--- config.mk ---
export PLATFORM = sky130hd
export DESIGN_NAME = spi_flash_program_splitter_unit
export DESIGN_NICKNAME = d
export VERILOG_FILES = /design/src/hdl/sfps_pkg.sv /design/src/hdl/sfps_front.sv /design/src/hdl/sfps_queue.sv /design/src/hdl/sfps_back.sv /design/src/hdl/spi_flash_program_splitter_unit.sv
export SDC_FILE = /design/constraint.sdc
export NUM_CORES = 1
export LEC_CHECK = 0
export ABC_AREA = 1
export ABC_CLOCK_PERIOD_IN_PS = 8200
export BUFFER_PORTS_ARGS = -buffer_cell sky130_fd_sc_hd__buf_2
export CAP_MARGIN = 15
export CELL_PAD_IN_SITES_DETAIL_PLACEMENT = 2
export CELL_PAD_IN_SITES_GLOBAL_PLACEMENT = 2
export CORE_AREA = 2 2 239 241
export CTS_BUF_LIST = sky130_fd_sc_hd__clkbuf_8 sky130_fd_sc_hd__clkbuf_16
export CTS_CLUSTER_SIZE = 28
export DETAILED_ROUTE_END_ITERATION = 8
export DIE_AREA = 0 0 241 243
export PLACE_DENSITY = 0.82
export SLEW_MARGIN = 20
export SYNTH_ARGS = -nofsm -noshare
export SYNTH_HDL_FRONTEND = slang
export SYNTH_SLANG_ARGS = --single-unit
--- constraint.sdc ---
create_clock -name clk -period 8.2 [get_ports clk]
set_input_delay 0.41 -clock clk [delete_from_list [all_inputs] [get_ports clk]]
set_output_delay 0.41 -clock clk [all_outputs]
set_load 0.01 [all_outputs]
--- src/hdl/sfps_pkg.sv ---
package sfps_pkg;

	localparam int unsigned QUEUE_DEPTH_DEF = 2;

	localparam logic [8:0] MAX_CHUNK     = 9'd256;
	localparam logic [4:0] PAGE_LOG2_MAX = 5'd16;

	localparam int unsigned CFG_INDEX_W = 3;
	localparam int unsigned CFG_DATA_W  = 9;

	localparam logic [CFG_INDEX_W-1:0] CFG_PAGE_SHIFT       = 3'd0;
	localparam logic [CFG_INDEX_W-1:0] CFG_CHUNK_SIZE       = 3'd1;
	localparam logic [CFG_INDEX_W-1:0] CFG_NATIVE_4BA_WRITE = 3'd2;
	localparam logic [CFG_INDEX_W-1:0] CFG_CHIP_4BA_MODE    = 3'd3;
	localparam logic [CFG_INDEX_W-1:0] CFG_MASTER_4BA       = 3'd4;
	localparam logic [CFG_INDEX_W-1:0] CFG_EAR_KIND         = 3'd5;

	localparam logic ACT_LOAD = 1'b0;
	localparam logic ACT_NEXT = 1'b1;

	localparam logic [1:0] ERR_OK          = 2'd0;
	localparam logic [1:0] ERR_NO_4BA      = 2'd1;
	localparam logic [1:0] ERR_UNREACHABLE = 2'd2;

	localparam logic [1:0] EAR_NONE = 2'd0;

	localparam logic [2:0] ADDR_BYTES_3 = 3'd3;
	localparam logic [2:0] ADDR_BYTES_4 = 3'd4;

	typedef struct packed {
		logic        action;
		logic [31:0] base_addr;
		logic [31:0] length;
	} item_t;

	typedef struct packed {
		logic        cmd_valid;
		logic        opcode_is_4ba;
		logic [31:0] cmd_address;
		logic [2:0]  address_bytes;
		logic [8:0]  byte_count;
		logic [31:0] data_offset;
		logic        ear_write;
		logic [7:0]  ear_value;
		logic [1:0]  error;
		logic        done_res;
	} result_t;

	typedef struct packed {
		logic [4:0] page_shift;
		logic [8:0] chunk_size;
		logic       native_4ba_write;
		logic       chip_4ba_mode;
		logic       master_4ba;
		logic [1:0] ear_kind;
	} cfg_t;

	localparam cfg_t CFG_RESET = '{
		page_shift:       5'd8,
		chunk_size:       9'd256,
		native_4ba_write: 1'b0,
		chip_4ba_mode:    1'b0,
		master_4ba:       1'b0,
		ear_kind:         EAR_NONE
	};

	// Classified word handed from the front to the back.
	typedef struct packed {
		logic        is_load;
		logic        len_zero;
		logic [31:0] base_addr;
		logic [31:0] length;
	} entry_t;

endpackage

--- src/hdl/sfps_front.sv ---
module sfps_front
	import sfps_pkg::*;
(
	input  logic   item_valid,
	output logic   item_ready,
	input  item_t  item,
	input  logic   full,
	output logic   push,
	output entry_t entry
);

	assign item_ready = !full;
	assign push       = item_valid && !full;

	always_comb begin
		entry.is_load   = (item.action == ACT_LOAD);
		entry.len_zero  = (item.length == 32'd0);
		entry.base_addr = item.base_addr;
		entry.length    = item.length;
	end

endmodule

--- src/hdl/sfps_queue.sv ---
module sfps_queue
	import sfps_pkg::*;
#(
	parameter int unsigned DEPTH = QUEUE_DEPTH_DEF
) (
	input  logic   clk,
	input  logic   arst_n,
	input  logic   push,
	input  entry_t wr_entry,
	output logic   full,
	input  logic   pop,
	output entry_t rd_entry,
	output logic   empty
);

	localparam int unsigned PW = $clog2(DEPTH);
	localparam int unsigned CW = $clog2(DEPTH + 1);

	entry_t          mem_q [DEPTH];
	logic [PW-1:0]   wr_ptr_q;
	logic [PW-1:0]   rd_ptr_q;
	logic [CW-1:0]   count_q;
	logic            do_push;
	logic            do_pop;

	assign full     = (count_q == CW'(DEPTH));
	assign empty    = (count_q == '0);
	assign do_push  = push && !full;
	assign do_pop   = pop && !empty;
	assign rd_entry = mem_q[rd_ptr_q];

	always_ff @(posedge clk) begin
		if (do_push) begin
			mem_q[wr_ptr_q] <= wr_entry;
		end
	end

	always_ff @(posedge clk or negedge arst_n) begin
		if (!arst_n) begin
			wr_ptr_q <= '0;
			rd_ptr_q <= '0;
			count_q  <= '0;
		end else begin
			if (do_push) begin
				wr_ptr_q <= (wr_ptr_q == PW'(DEPTH - 1)) ? '0 : wr_ptr_q + 1'b1;
			end
			if (do_pop) begin
				rd_ptr_q <= (rd_ptr_q == PW'(DEPTH - 1)) ? '0 : rd_ptr_q + 1'b1;
			end
			unique case ({do_push, do_pop})
				2'b10:   count_q <= count_q + 1'b1;
				2'b01:   count_q <= count_q - 1'b1;
				default: count_q <= count_q;
			endcase
		end
	end

endmodule

--- src/hdl/sfps_back.sv ---
module sfps_back
	import sfps_pkg::*;
(
	input  logic    clk,
	input  logic    arst_n,
	input  cfg_t    cfg,
	input  logic    empty,
	input  entry_t  rd_entry,
	output logic    pop,
	output logic    result_valid,
	input  logic    result_ready,
	output result_t result
);

	logic [31:0] next_address_q;
	logic [31:0] remaining_q;
	logic [31:0] consumed_q;
	logic [7:0]  shadow_q;
	logic        active_q;
	logic        result_valid_q;
	result_t     result_q;

	logic [4:0]  lg;
	logic [16:0] page_span;
	logic [16:0] page_left;
	logic [8:0]  chunk;
	logic [8:0]  lim;
	logic [8:0]  count;
	logic [7:0]  high;
	logic        native;
	logic        four;
	logic        ear_present;
	logic [1:0]  err;
	logic        last;
	result_t     res_d;

	assign pop          = !empty && (!result_valid_q || result_ready);
	assign result_valid = result_valid_q;
	assign result       = result_q;

	always_comb begin
		lg        = (cfg.page_shift > PAGE_LOG2_MAX) ? PAGE_LOG2_MAX : cfg.page_shift;
		page_span = 17'd1 << lg;
		page_left = page_span - (next_address_q[16:0] & (page_span - 17'd1));

		priority if (cfg.chunk_size == 9'd0) begin
			chunk = 9'd1;
		end else if (cfg.chunk_size > MAX_CHUNK) begin
			chunk = MAX_CHUNK;
		end else begin
			chunk = cfg.chunk_size;
		end

		lim   = (page_left < {8'd0, chunk}) ? page_left[8:0] : chunk;
		count = (remaining_q < {23'd0, lim}) ? remaining_q[8:0] : lim;
		last  = (remaining_q == {23'd0, count});

		high        = next_address_q[31:24];
		native      = cfg.native_4ba_write && cfg.master_4ba;
		four        = native || cfg.chip_4ba_mode;
		ear_present = (cfg.ear_kind != EAR_NONE);

		priority if (four && !cfg.master_4ba) begin
			err = ERR_NO_4BA;
		end else if (!four && !ear_present && high != 8'd0) begin
			err = ERR_UNREACHABLE;
		end else begin
			err = ERR_OK;
		end

		res_d = '0;
		priority if (rd_entry.is_load) begin
			res_d.done_res = rd_entry.len_zero;
		end else if (active_q) begin
			res_d.cmd_address = next_address_q;
			res_d.data_offset = consumed_q;
			res_d.error       = err;
			if (err == ERR_OK) begin
				res_d.cmd_valid     = 1'b1;
				res_d.opcode_is_4ba = native;
				res_d.address_bytes = four ? ADDR_BYTES_4 : ADDR_BYTES_3;
				res_d.byte_count    = count;
				res_d.ear_write     = !four && ear_present && (high != shadow_q);
				res_d.ear_value     = res_d.ear_write ? high : 8'd0;
				res_d.done_res      = last;
			end
		end
	end

	always_ff @(posedge clk) begin
		if (pop) begin
			result_q <= res_d;
		end
	end

	always_ff @(posedge clk or negedge arst_n) begin
		if (!arst_n) begin
			result_valid_q <= 1'b0;
			next_address_q <= '0;
			remaining_q    <= '0;
			consumed_q     <= '0;
			shadow_q       <= '0;
			active_q       <= 1'b0;
		end else begin
			if (pop) begin
				result_valid_q <= 1'b1;
			end else if (result_ready) begin
				result_valid_q <= 1'b0;
			end

			if (pop) begin
				priority if (rd_entry.is_load) begin
					next_address_q <= rd_entry.base_addr;
					remaining_q    <= rd_entry.length;
					consumed_q     <= '0;
					active_q       <= !rd_entry.len_zero;
				end else if (active_q) begin
					if (err != ERR_OK) begin
						active_q <= 1'b0;
					end else begin
						next_address_q <= next_address_q + {23'd0, count};
						remaining_q    <= remaining_q - {23'd0, count};
						consumed_q     <= consumed_q + {23'd0, count};
						if (!four && ear_present) begin
							shadow_q <= high;
						end
						if (last) begin
							active_q <= 1'b0;
						end
					end
				end
			end
		end
	end

endmodule

--- src/hdl/spi_flash_program_splitter_unit.sv ---
// SPI NOR page-program splitter. A load word stores a write request (start address,
// length); each following next word, while the request is active and error-free,
// returns one page-program command that stays inside one page and within the chunk
// size, with its address, byte count, source offset, address form and any
// extended-address register write. Every input word gives exactly one result word.
// Input words pass through a short queue (QUEUE_DEPTH entries) to an execution stage
// that updates the request state and registers the result; it sustains one word per
// clock while results are taken, and the queue absorbs up to QUEUE_DEPTH words while
// the result side stalls. Configuration writes take effect at the next clock edge;
// the user must make them only while no request word is in flight (not enforced).
module spi_flash_program_splitter_unit
	import sfps_pkg::*;
#(
	parameter int unsigned QUEUE_DEPTH = QUEUE_DEPTH_DEF
) (
	input  logic                   clk,
	input  logic                   arst_n,
	input  logic                   item_valid,
	output logic                   item_ready,
	input  item_t                  item,
	output logic                   result_valid,
	input  logic                   result_ready,
	output result_t                result,
	input  logic                   cfg_we,
	input  logic [CFG_INDEX_W-1:0] cfg_index,
	input  logic [CFG_DATA_W-1:0]  cfg_data
);

	cfg_t   cfg_q;
	logic   full;
	logic   empty;
	logic   push;
	logic   pop;
	entry_t wr_entry;
	entry_t rd_entry;

	always_ff @(posedge clk or negedge arst_n) begin
		if (!arst_n) begin
			cfg_q <= CFG_RESET;
		end else if (cfg_we) begin
			unique case (cfg_index)
				CFG_PAGE_SHIFT:       cfg_q.page_shift       <= cfg_data[4:0];
				CFG_CHUNK_SIZE:       cfg_q.chunk_size       <= cfg_data[8:0];
				CFG_NATIVE_4BA_WRITE: cfg_q.native_4ba_write <= cfg_data[0];
				CFG_CHIP_4BA_MODE:    cfg_q.chip_4ba_mode    <= cfg_data[0];
				CFG_MASTER_4BA:       cfg_q.master_4ba       <= cfg_data[0];
				CFG_EAR_KIND:         cfg_q.ear_kind         <= cfg_data[1:0];
				default:              cfg_q                  <= cfg_q;
			endcase
		end
	end

	sfps_front u_front (
		.item_valid (item_valid),
		.item_ready (item_ready),
		.item       (item),
		.full       (full),
		.push       (push),
		.entry      (wr_entry)
	);

	sfps_queue #(
		.DEPTH (QUEUE_DEPTH)
	) u_queue (
		.clk      (clk),
		.arst_n   (arst_n),
		.push     (push),
		.wr_entry (wr_entry),
		.full     (full),
		.pop      (pop),
		.rd_entry (rd_entry),
		.empty    (empty)
	);

	sfps_back u_back (
		.clk          (clk),
		.arst_n       (arst_n),
		.cfg          (cfg_q),
		.empty        (empty),
		.rd_entry     (rd_entry),
		.pop          (pop),
		.result_valid (result_valid),
		.result_ready (result_ready),
		.result       (result)
	);

endmodule

==> results of run 1 <==
[cells in the mapped netlist (all sizes together)]
| library cell | count | area share |
|---|---|---|
| mux2 | 3 | 0.0018 |
| nand2 | 513 | 0.11 |
| mux2i | 1 | 0.00055 |
| o311ai | 1 | 0.00048 |
| a221o | 1 | 0.00055 |
| o21a | 4 | 0.0016 |
| nand3b | 6 | 0.0025 |
| a21boi | 1 | 0.00041 |
| dfstp | 2 | 0.0029 |
| ha | 48 | 0.033 |
| xor2 | 21 | 0.010 |
| clkbuf | 44 | 0.0090 |
| a21o | 2 | 0.00082 |
| nand3 | 139 | 0.040 |
| o22ai | 6 | 0.0020 |
| nor2 | 266 | 0.061 |
| o32ai | 3 | 0.0014 |
| o221ai | 1 | 0.00048 |
| inv | 235 | 0.048 |
| nor3 | 28 | 0.0082 |
| nor3b | 2 | 0.00082 |
| a22oi | 10 | 0.0046 |
| and3 | 2 | 0.00068 |
| or2 | 2 | 0.00068 |
| a31oi | 9 | 0.0031 |
| clkinv | 4 | 0.00082 |
| a211oi | 6 | 0.0025 |
| nand4 | 43 | 0.015 |
| edfxtp | 221 | 0.36 |
| o21bai | 3 | 0.0012 |
| a21oi | 141 | 0.040 |
| buf | 17 | 0.0061 |
| o21ai | 112 | 0.031 |
| nor4b | 1 | 0.00048 |
| fa | 3 | 0.0033 |
| xnor2 | 16 | 0.0077 |
| dfrtp | 127 | 0.17 |
| nor4 | 18 | 0.0061 |
| o211ai | 5 | 0.0020 |
| and2 | 2 | 0.00068 |
[repair_timing]
action | CTS | global route
hold endpoints to repair | 139 | 0
gates cloned | 2 | 0
gates resized for setup | 111 | 99
hold buffers | 36 | 0
pin swaps | 65 | 77
endpoints found under the setup margin | 14 | 50
setup buffers | 60 | 46
[worst reg2reg max path: cells and delay by family, from the launching register on]
kind                       cells  cell delay, ns
AOI/OAI and AO/OA              9            1.18
xor gates and xnor gates       1            0.21
adders and majority gates      3            0.80
DFF                            1            0.44
and+or+nand+nor               44            5.34
buffers and inverters         11            1.14
[cells by family (layout without fill, tap and decap cells)]
family                     after synthesis  count (layout)
AOI/OAI and AO/OA                      305             305
xor gates and xnor gates                37              37
adders and majority gates               51              51
buffers and inverters                  300             733
DFF                                    350             350
muxes                                    4               4
other                                    0               2
and+or+nand+nor                       1022            1022
[how the worst max path moves through the flow]
stage,depth (start not counted),slack (ns),to
CTS,68,-0.31,u_back.consumed_q[30]
detailed placement,70,-1.31,u_back.consumed_q[30]
floorplan,66,0.20,u_back.consumed_q[31]
finish,68,-1.01,u_back.consumed_q[29]
global placement,70,-0.34,u_back.consumed_q[30]
global route,67,-1.29,u_back.consumed_q[29]
[sequential cells by signal, summed over array words and instances, names as in the netlist]
register and count:
cfg_q 19, u_queue.rd_ptr_q 1, u_back.next_address_q 32, u_back.remaining_q 32
u_queue.mem_q 132, u_back.result 89, u_queue.wr_ptr_q 1, u_back.result_valid 1
u_back.consumed_q 32, u_queue.count_q 2, u_back.active_q 1, u_back.shadow_q 8
[power groups by stage]
| stage | combinational [W] | clock, W | sequential (W) |
|---|---|---|---|
| final | 0.00471 | 0.00200 | 0.00305 |
| after global routing | 0.00511 | 0.00209 | 0.00311 |
| after CTS | 0.00431 | 0.00201 | 0.00301 |
| after detailed placement | 0.00403 | 0 | 0.00303 |
| after global placement | 0.00381 | 0 | 0.00298 |
| after floorplan | 0.00237 | 0 | 0.00301 |
[cell type report]
type / instances / share of cell area
multi-input cells: 1419 / 0.3357
well taps: 756 / 0.03924
clock buffers: 45 / 0.04485
clock inverters: 31 / 0.01464
repair buffers: 417 / 0.1176
flip-flops and latches: 350 / 0.4095
inverters: 239 / 0.03789
repair inverters: 1 / 0.0003633
diodes: 2 / 0.0002076
[placed cells by master (no fill, tap or decap), types with 12 or more instances in the layout]
cell and count:
nand2_1 445, nor2_1 223, edfxtp_1 221, inv_1 209, buf_4 199, buf_2 172, a21oi_1 124, dfrtp_1 123
nand3_1 122, o21ai_0 70, nand2_2 52, nand4_1 41, clkbuf_16 41, dlygate4sd3_1 36, ha_1 35, inv_2 30
o21ai_1 28, nor2_4 20, nor2_2 20, nor3_1 19, nor4_1 18, nand2_4 16, xor2_1 15, xnor2_1 15
nand3_2 14, a21oi_2 13, ha_4 12
[per-stage QoR]
step	util	cells	hold slack, ns	instance area [µm²]
6_report	0.4308	3260	0.02670	24110
5_1_grt	0.4308	3259	0.009841	24100
4_1_cts	0.4196	3227	0.00004707	23480
3_5_place_dp	0.3711	3053	0.4977	20760
3_3_place_gp	0.3711	3053	0.4841	20760
2_1_floorplan	-	2069	0.1144	18320
[layer usage]
metal / global-route usage / vias up
met4: 0.09368 / 2
met2: 0.4450 / 557
met5: 0 / -
li1: - / 7723
met3: 0.03059 / 233
met1: 0.3248 / 8897
==> reports/results.tsv, run 1 <==
stage	metric	value	unit
run_status	status	complete, but fails checks	
run_status	violations	negative setup slack	
routing	vias_per_cell	5.341	
finish	multi_input_area	8092	µm²
global_routing	grt_pass1_wl	115400	µm
yosys	syn-instance-count	2069	
clocking	cts_buffers	41	
power	power_frac_comb	0.482	
floorplan	fp.dieH	243	µm
finish	area_growth	31.60	%
setup_path	crit_type	reg -> reg	
sta	rsz0062_at_grt	true	
setup_path	cp-startpoint	cfg_q[14]	
floorplan	core	55950	µm²
power	p_leak	10.85	nW
yosys	synth-simple-area-share	0.2490	
hold_path	whs_endpoint	u_queue.mem_q[1][55]	
power	design_power_total	0.009759	W
sta	slew_headroom	0.2885	
setup_path	required	8.68	ns
routing	wl_met1	32810	µm
yosys	synth_nets	2202	
yosys	synth_top_family_by_area	simple AND/OR/NAND/NOR gates	
floorplan	dieArea	58560	µm²
placed_design	gp_congestion	0.9199	
setup_path	worstReg2RegStart	cfg_q[14]	
hold_path	min_from	item[55]	
routing	routed-wl-met2	40200	µm
placed_design	pre_cts_slack	-1.308	ns
setup_path	crit_slowest_cell	dfrtp_2	
power	switching_share	0.4622	
global_routing	grt_max_degree	79	
setup_path	worstRegToRegCells	68	
yosys	synth_compound_area_frac	0.09187	
yosys	syn_area	18320	µm²
floorplan	row_count	87	
setup_path	regToRegEndpoint	u_back.consumed_q[29]	
placed_design	numPortBuffers	173	
clocking	clk_root_buffer_cell	clkbuf_16	
clocking	cts_tree	yes	
sta	tns	-10.97	ns
setup_path	crit_family	simple AND/OR/NAND/NOR gates	
yosys	synthDistinctLibCells	57	
power	powerDensity	404.8	nW/µm²
hold_path	hp-class	in -> reg	
sta	fin_worst_skew	0.02291	ns
global_routing	grt_antenna_before_repair	3	
setup_path	cp.arrival	9.68	ns
setup_path	start_kind	flip-flop	
yosys	synth_adder_area_share	0.03607	
routing	top_layer	met5	
yosys	ys_ff_latch	350	
sta	tightestPinTransition	1.063	ns
power	p_sw	0.004511	W
clocking	clock_latency	0.60	ns
routing	met3_length	3759	µm
global_routing	grt-ovfl-total	0	
sta	hold_viol	0	
job	drv_cap	0	
yosys	synth_xor_xnor_area_share	0.01769	
finish	drive_gt1_frac	0.2758	
power	intPower	0.005248	W
finish	seqCellArea	9872	µm²
floorplan	die_x	241	µm
setup_path	r2r_slack	-1.01	ns
yosys	muxShareOfSynthArea	0.002391	
finish	num-fill-cells	6109	
routing	drc	0	
routing	drt-total-wl	80830	µm
sta	fin_crit	9.208	ns
clocking	htree_levels	2	
floorplan	start_util	0.3274	
global_routing	grt_pass1_vias	18857	
routing	drtIter0Drc	1165	
clocking	cts_sinks	350	
yosys	syn_avg_cell_area	8.853	µm²
floorplan	boundaryPins	174	
setup_path	crit_path_end_kind	flip-flop	
sta	finalCritPeriodShare	1.123	
clocking	clk_path_buf_depth	3	
routing	ant_nets	0	
routing	dr.pass1.iters	5	
placed_design	dpl.hpwl	49140	µm
global_routing	grt_use_total	0.2560	
setup_path	cp_max_fo	4	
power	power_frac_clock	0.205	
sta	setup_viol	28	
finish	nets	2602	
sta	fmax	108.6	MHz
setup_path	crit_path_max_incr_delay	0.44	ns
power	seqPwrFrac	0.313	
setup_path	crit_buf_inv	11	
routing	vias	17412	
setup_path	path_common_cell	nand2_2	
yosys	seq_area_frac_synth	0.5387	
sta	slew_viol_final	0	
yosys	yosysWarningCount	0	
power	ir_worst_vdd	0.1767	mV
hold_path	min_path_cells	1	
routing	wl_per_cell	24.79	µm
sta	setup_slack	-1.008	ns
clocking	clk_pin_slew	0.07	ns
(Power assumes the default switching activity.)
==> run 2, diff against run 1 <==
- ABC_AREA: 1 -> default
- CORE_AREA: 2 2 239 241 -> 2 2 227 229
- DIE_AREA: 0 0 241 243 -> 0 0 229 231
- PLACE_DENSITY: 0.82 -> 0.83
==> run 2 against run 1 <==
Compared with the run above: register-to-register slack lost 0.83 ns; final cell count shrank 16%; largest power group unchanged; clock skew grew 0.020 ns; combinational power grew 8.1%; critical path type unchanged; non-clock buffer count grew 41; sequential power is essentially flat; power grew 2.2%; largest cell class unchanged; fmax shrank 8.2%; the run still ends with negative setup slack left.
==> reports/results.tsv, run 2 <==
stage	metric	value	unit	change
run_status	status	complete, but fails checks		unchanged
run_status	violations	negative setup slack		unchanged
yosys	seq_area_frac_synth	0.5500		was 0.5387
routing	drt-total-wl	83170	µm	was 80,830 µm
yosys	yosysTopAreaCell	edfxtp_1		unchanged
clocking	clk_root_buffer_cell	clkbuf_16		unchanged
yosys	synthDistinctLibCells	109		was 57
routing	dr.pass1.iters	5		unchanged
routing	wl_per_cell	30.41	µm	was 24.79 µm
finish	final_cell_mix	238 x buf_4, 221 x edfxtp_1, 172 x buf_2		was 445 x nand2_1, 223 x nor2_1, 221 x edfxtp_1
global_routing	grt_pass1_wl	110400	µm	was 115,400 µm
sta	hold_viol	0		unchanged
power	intPower	0.005535	W	was 0.005248 W
setup_path	crit_path_end_kind	flip-flop		unchanged
clocking	cts_buffers	40		was 41
power	p_sw	0.004441	W	was 0.004511 W
yosys	synth_nets	1754		was 2,202
routing	vias_per_cell	6.008		was 5.341
routing	ant_nets	0		unchanged
placed_design	numPortBuffers	173		unchanged
power	ir_worst_vdd	0.2307	mV	was 0.1767 mV
sta	fin_crit	10.03	ns	was 9.208 ns
yosys	syn-instance-count	1621		was 2,069
power	power_frac_clock	0.184		was 0.205
routing	drc	0		unchanged
yosys	ys_ff_latch	350		unchanged
finish	top_register	u_queue.mem_q		unchanged
sta	finalCritPeriodShare	1.224		was 1.123
finish	drive_gt1_frac	0.3692		was 0.2758
clocking	cts_sinks	350		unchanged
global_routing	grt-ovfl-total	0		unchanged
global_routing	grt_antenna_before_repair	5		was 3
yosys	synth_commonest_cells	221 x edfxtp_1, 140 x nand2_1, 133 x nor2_1		was 476 x nand2_1, 247 x nor2_1, 221 x edfxtp_1
sta	fin_worst_skew	0.04245	ns	was 0.02291 ns
finish	largest_register_ffs	132		unchanged
power	switching_share	0.4452		was 0.4622
setup_path	path_common_cell	a21oi_2		was nand2_2
setup_path	path_depth	46		was 68
floorplan	row_count	83		was 87
routing	drtIter0Drc	1474		was 1,165
global_routing	grt_pass1_vias	17662		was 18.86k
yosys	synthTopCellsByArea	edfxtp_1 37%, dfrtp_1 18%, ha_1 3.3%		was edfxtp_1 36%, dfrtp_1 17%, nand2_1 9.8%
yosys	synth_top_area_share	0.3699		was 0.3623
sta	slew_headroom	0.2667		was 0.2885
clocking	clk_path_buf_depth	3		unchanged
floorplan	start_util	0.3540		was 0.3274
sta	slew_viol_final	0		unchanged
sta	setup_viol	90		was 28
setup_path	worstRegToRegCells	46		was 68
finish	nets	2155		was 2,602
routing	vias	16433		was 17.41k
setup_path	start_kind	flip-flop		unchanged
setup_path	cp.arrival	10.50	ns	was 9.68 ns
clocking	clk_pin_slew	0.07	ns	about the same
clocking	clock_latency	0.61	ns	was 0.60 ns
setup_path	crit_slowest_cell	a222oi_1		was dfrtp_2
yosys	syn_avg_cell_area	11.07	µm²	was 8.853 µm²
power	p_leak	10.06	nW	was 10.85 nW
setup_path	crit_type	reg -> reg		unchanged
clocking	cts_tree	yes		unchanged
placed_design	gp_congestion	0.8691		was 0.9199
floorplan	dieArea	52900	µm²	was 58,560 µm²
finish	layout_commonest_cell	buf_4		was nand2_1
hold_path	min_path_cells	1		unchanged
sta	tightestPinTransition	1.100	ns	was 1.063 ns
setup_path	crit_path_max_incr_delay	0.47	ns	was 0.44 ns
clocking	htree_levels	2		unchanged
finish	fin_util	0.4741		was 0.4308
floorplan	die_x	229	µm	was 241 µm
setup_path	required	8.67	ns	was 8.68 ns
job	drv_cap	0		unchanged
sta	rsz0062_at_grt	true		unchanged
yosys	synth_edf_count	221		unchanged
yosys	ys.flop_type	edfxtp_1		unchanged
setup_path	crit_family	compound AO/OA/AOI/OAI gates		was simple AND/OR/NAND/NOR gates
placed_design	pre_cts_slack	-1.547	ns	was -1.308 ns
setup_path	crit_buf_inv	5		was 11
global_routing	grt_use_total	0.2719		was 0.2560
global_routing	grt_max_degree	76		was 79
yosys	ys_async_sr_fraction	0.3686		unchanged
power	power_frac_comb	0.510		was 0.482
finish	area_growth	33.94	%	was 31.60%
sta	setup_slack	-1.834	ns	was -1.008 ns
power	seqPwrFrac	0.306		was 0.313
floorplan	core	50680	µm²	was 55,950 µm²
sta	fmax	99.66	MHz	was 108.6 MHz
yosys	yosysMostFrequentCell	edfxtp_1		was nand2_1
yosys	syn_area	17940	µm²	was 18,320 µm²
floorplan	fp.dieH	231	µm	was 243 µm
hold_path	hp-class	in -> reg		unchanged
floorplan	boundaryPins	174		unchanged
power	powerDensity	415.2	nW/µm²	was 404.8 nW/µm²
yosys	yosysWarningCount	0		unchanged
setup_path	cp_max_fo	6		was 4
placed_design	dpl.hpwl	46490	µm	was 49,140 µm
-- run 2: cell count changes after synthesis, sizes merged, moves of 25 or more --
cell	delta
nor2	-129
inv	-183
clkbuf	+30
nand3	-105
nand4	-30
o22ai	+25
nand2	-372
and3	+70
a21oi	-66
-- run 2: cell type report --
cell class,instances,area [µm²]
clock buffers,43,1042
well taps,680,850.8
fillers,5073,26650
flip-flops and latches,350,9867
repair buffers,458,3209
inverters,52,197.7
diodes,2,5.005
clock inverters,30,251.5
multi-input cells,1120,8605
-- run 2: logic make-up (layout without fill, tap and decap cells) --
family                   count (synthesis)  count (layout)  synth area share
XOR/XNOR                                60              60           0.02929
buffers and inverters                  152             583           0.03515
adder cells (fa/ha/maj)                 52              52           0.03738
AO/OA/AOI/OAI                          418             418            0.1679
other                                    0               2                 0
multiplexers                            39              39           0.02371
AND/OR/NAND/NOR                        550             551            0.1566
flip-flops                             350             350            0.5500
-- run 2: worst reg2reg max path: cells and delay by family (launching register included) --
kind                       cells  cell delay [ns]
AOI/OAI and AO/OA             22             5.20
DFF                            1             0.43
xor gates and xnor gates       1             0.17
and+or+nand+nor               14             2.21
buffers and inverters          5             0.76
adders and majority gates      4             1.16
-- run 2: final timing paths --
check,from,end,slack (ns)
setup / recovery,cfg_q[18],u_back.next_address_q[17],-1.83
setup reg to reg,cfg_q[18],u_back.next_address_q[17],-1.83
max in group asynchronous,arst_n,cfg_q[10],6.34
hold / removal,item[36],u_queue.mem_q[1][36],0.003
hold reg to reg,cfg_q[1],cfg_q[1],0.52
min in group asynchronous,arst_n,u_back.remaining_q[30],0.39
-- run 2: power by group through the flow --
stage          logic (W)  registers [W]  clock network [W]
2_1_floorplan    0.00226        0.00292                  0
3_3_place_gp     0.00367        0.00294                  0
3_5_place_dp     0.00392        0.00300                  0
4_1_cts          0.00418        0.00299            0.00182
5_1_grt          0.00533        0.00309            0.00191
6_report         0.00509        0.00305            0.00184
-- run 2: layer usage --
metal  vias up  GRT usage  part of all wire
met4         8     0.1258             0.059
li1       6874          -                 -
met2       818     0.4853              0.51
met3       309    0.04459             0.065
met1      8424     0.3198              0.36
met5         -          0           0.00064
-- run 2: timing repair --
item / 4_1_cts / 5_1_grt
endpoints found under the hold margin: 77 / 0
setup buffers: 28 / 57
pin swaps: 53 / 118
gates cloned: 1 / 0
hold buffers: 7 / 0
setup endpoints to repair: 85 / 92
resized for setup: 83 / 155
-- run 2: per-stage QoR --
step	cells	hold WS, ns	TNS, ns	total power (W)	area, µm²
2_1_floorplan	1621	0.1144	-31.27	0.005183	18200
3_3_place_gp	2576	0.4768	-34.36	0.006616	21020
3_5_place_dp	2576	0.4877	-80.65	0.006927	21020
4_1_cts	2685	0.001839	-45.68	0.008997	22950
5_1_grt	2733	0.0007708	-135.86	0.01033	24020
6_report	2735	0.003104	-115.05	0.009977	24030
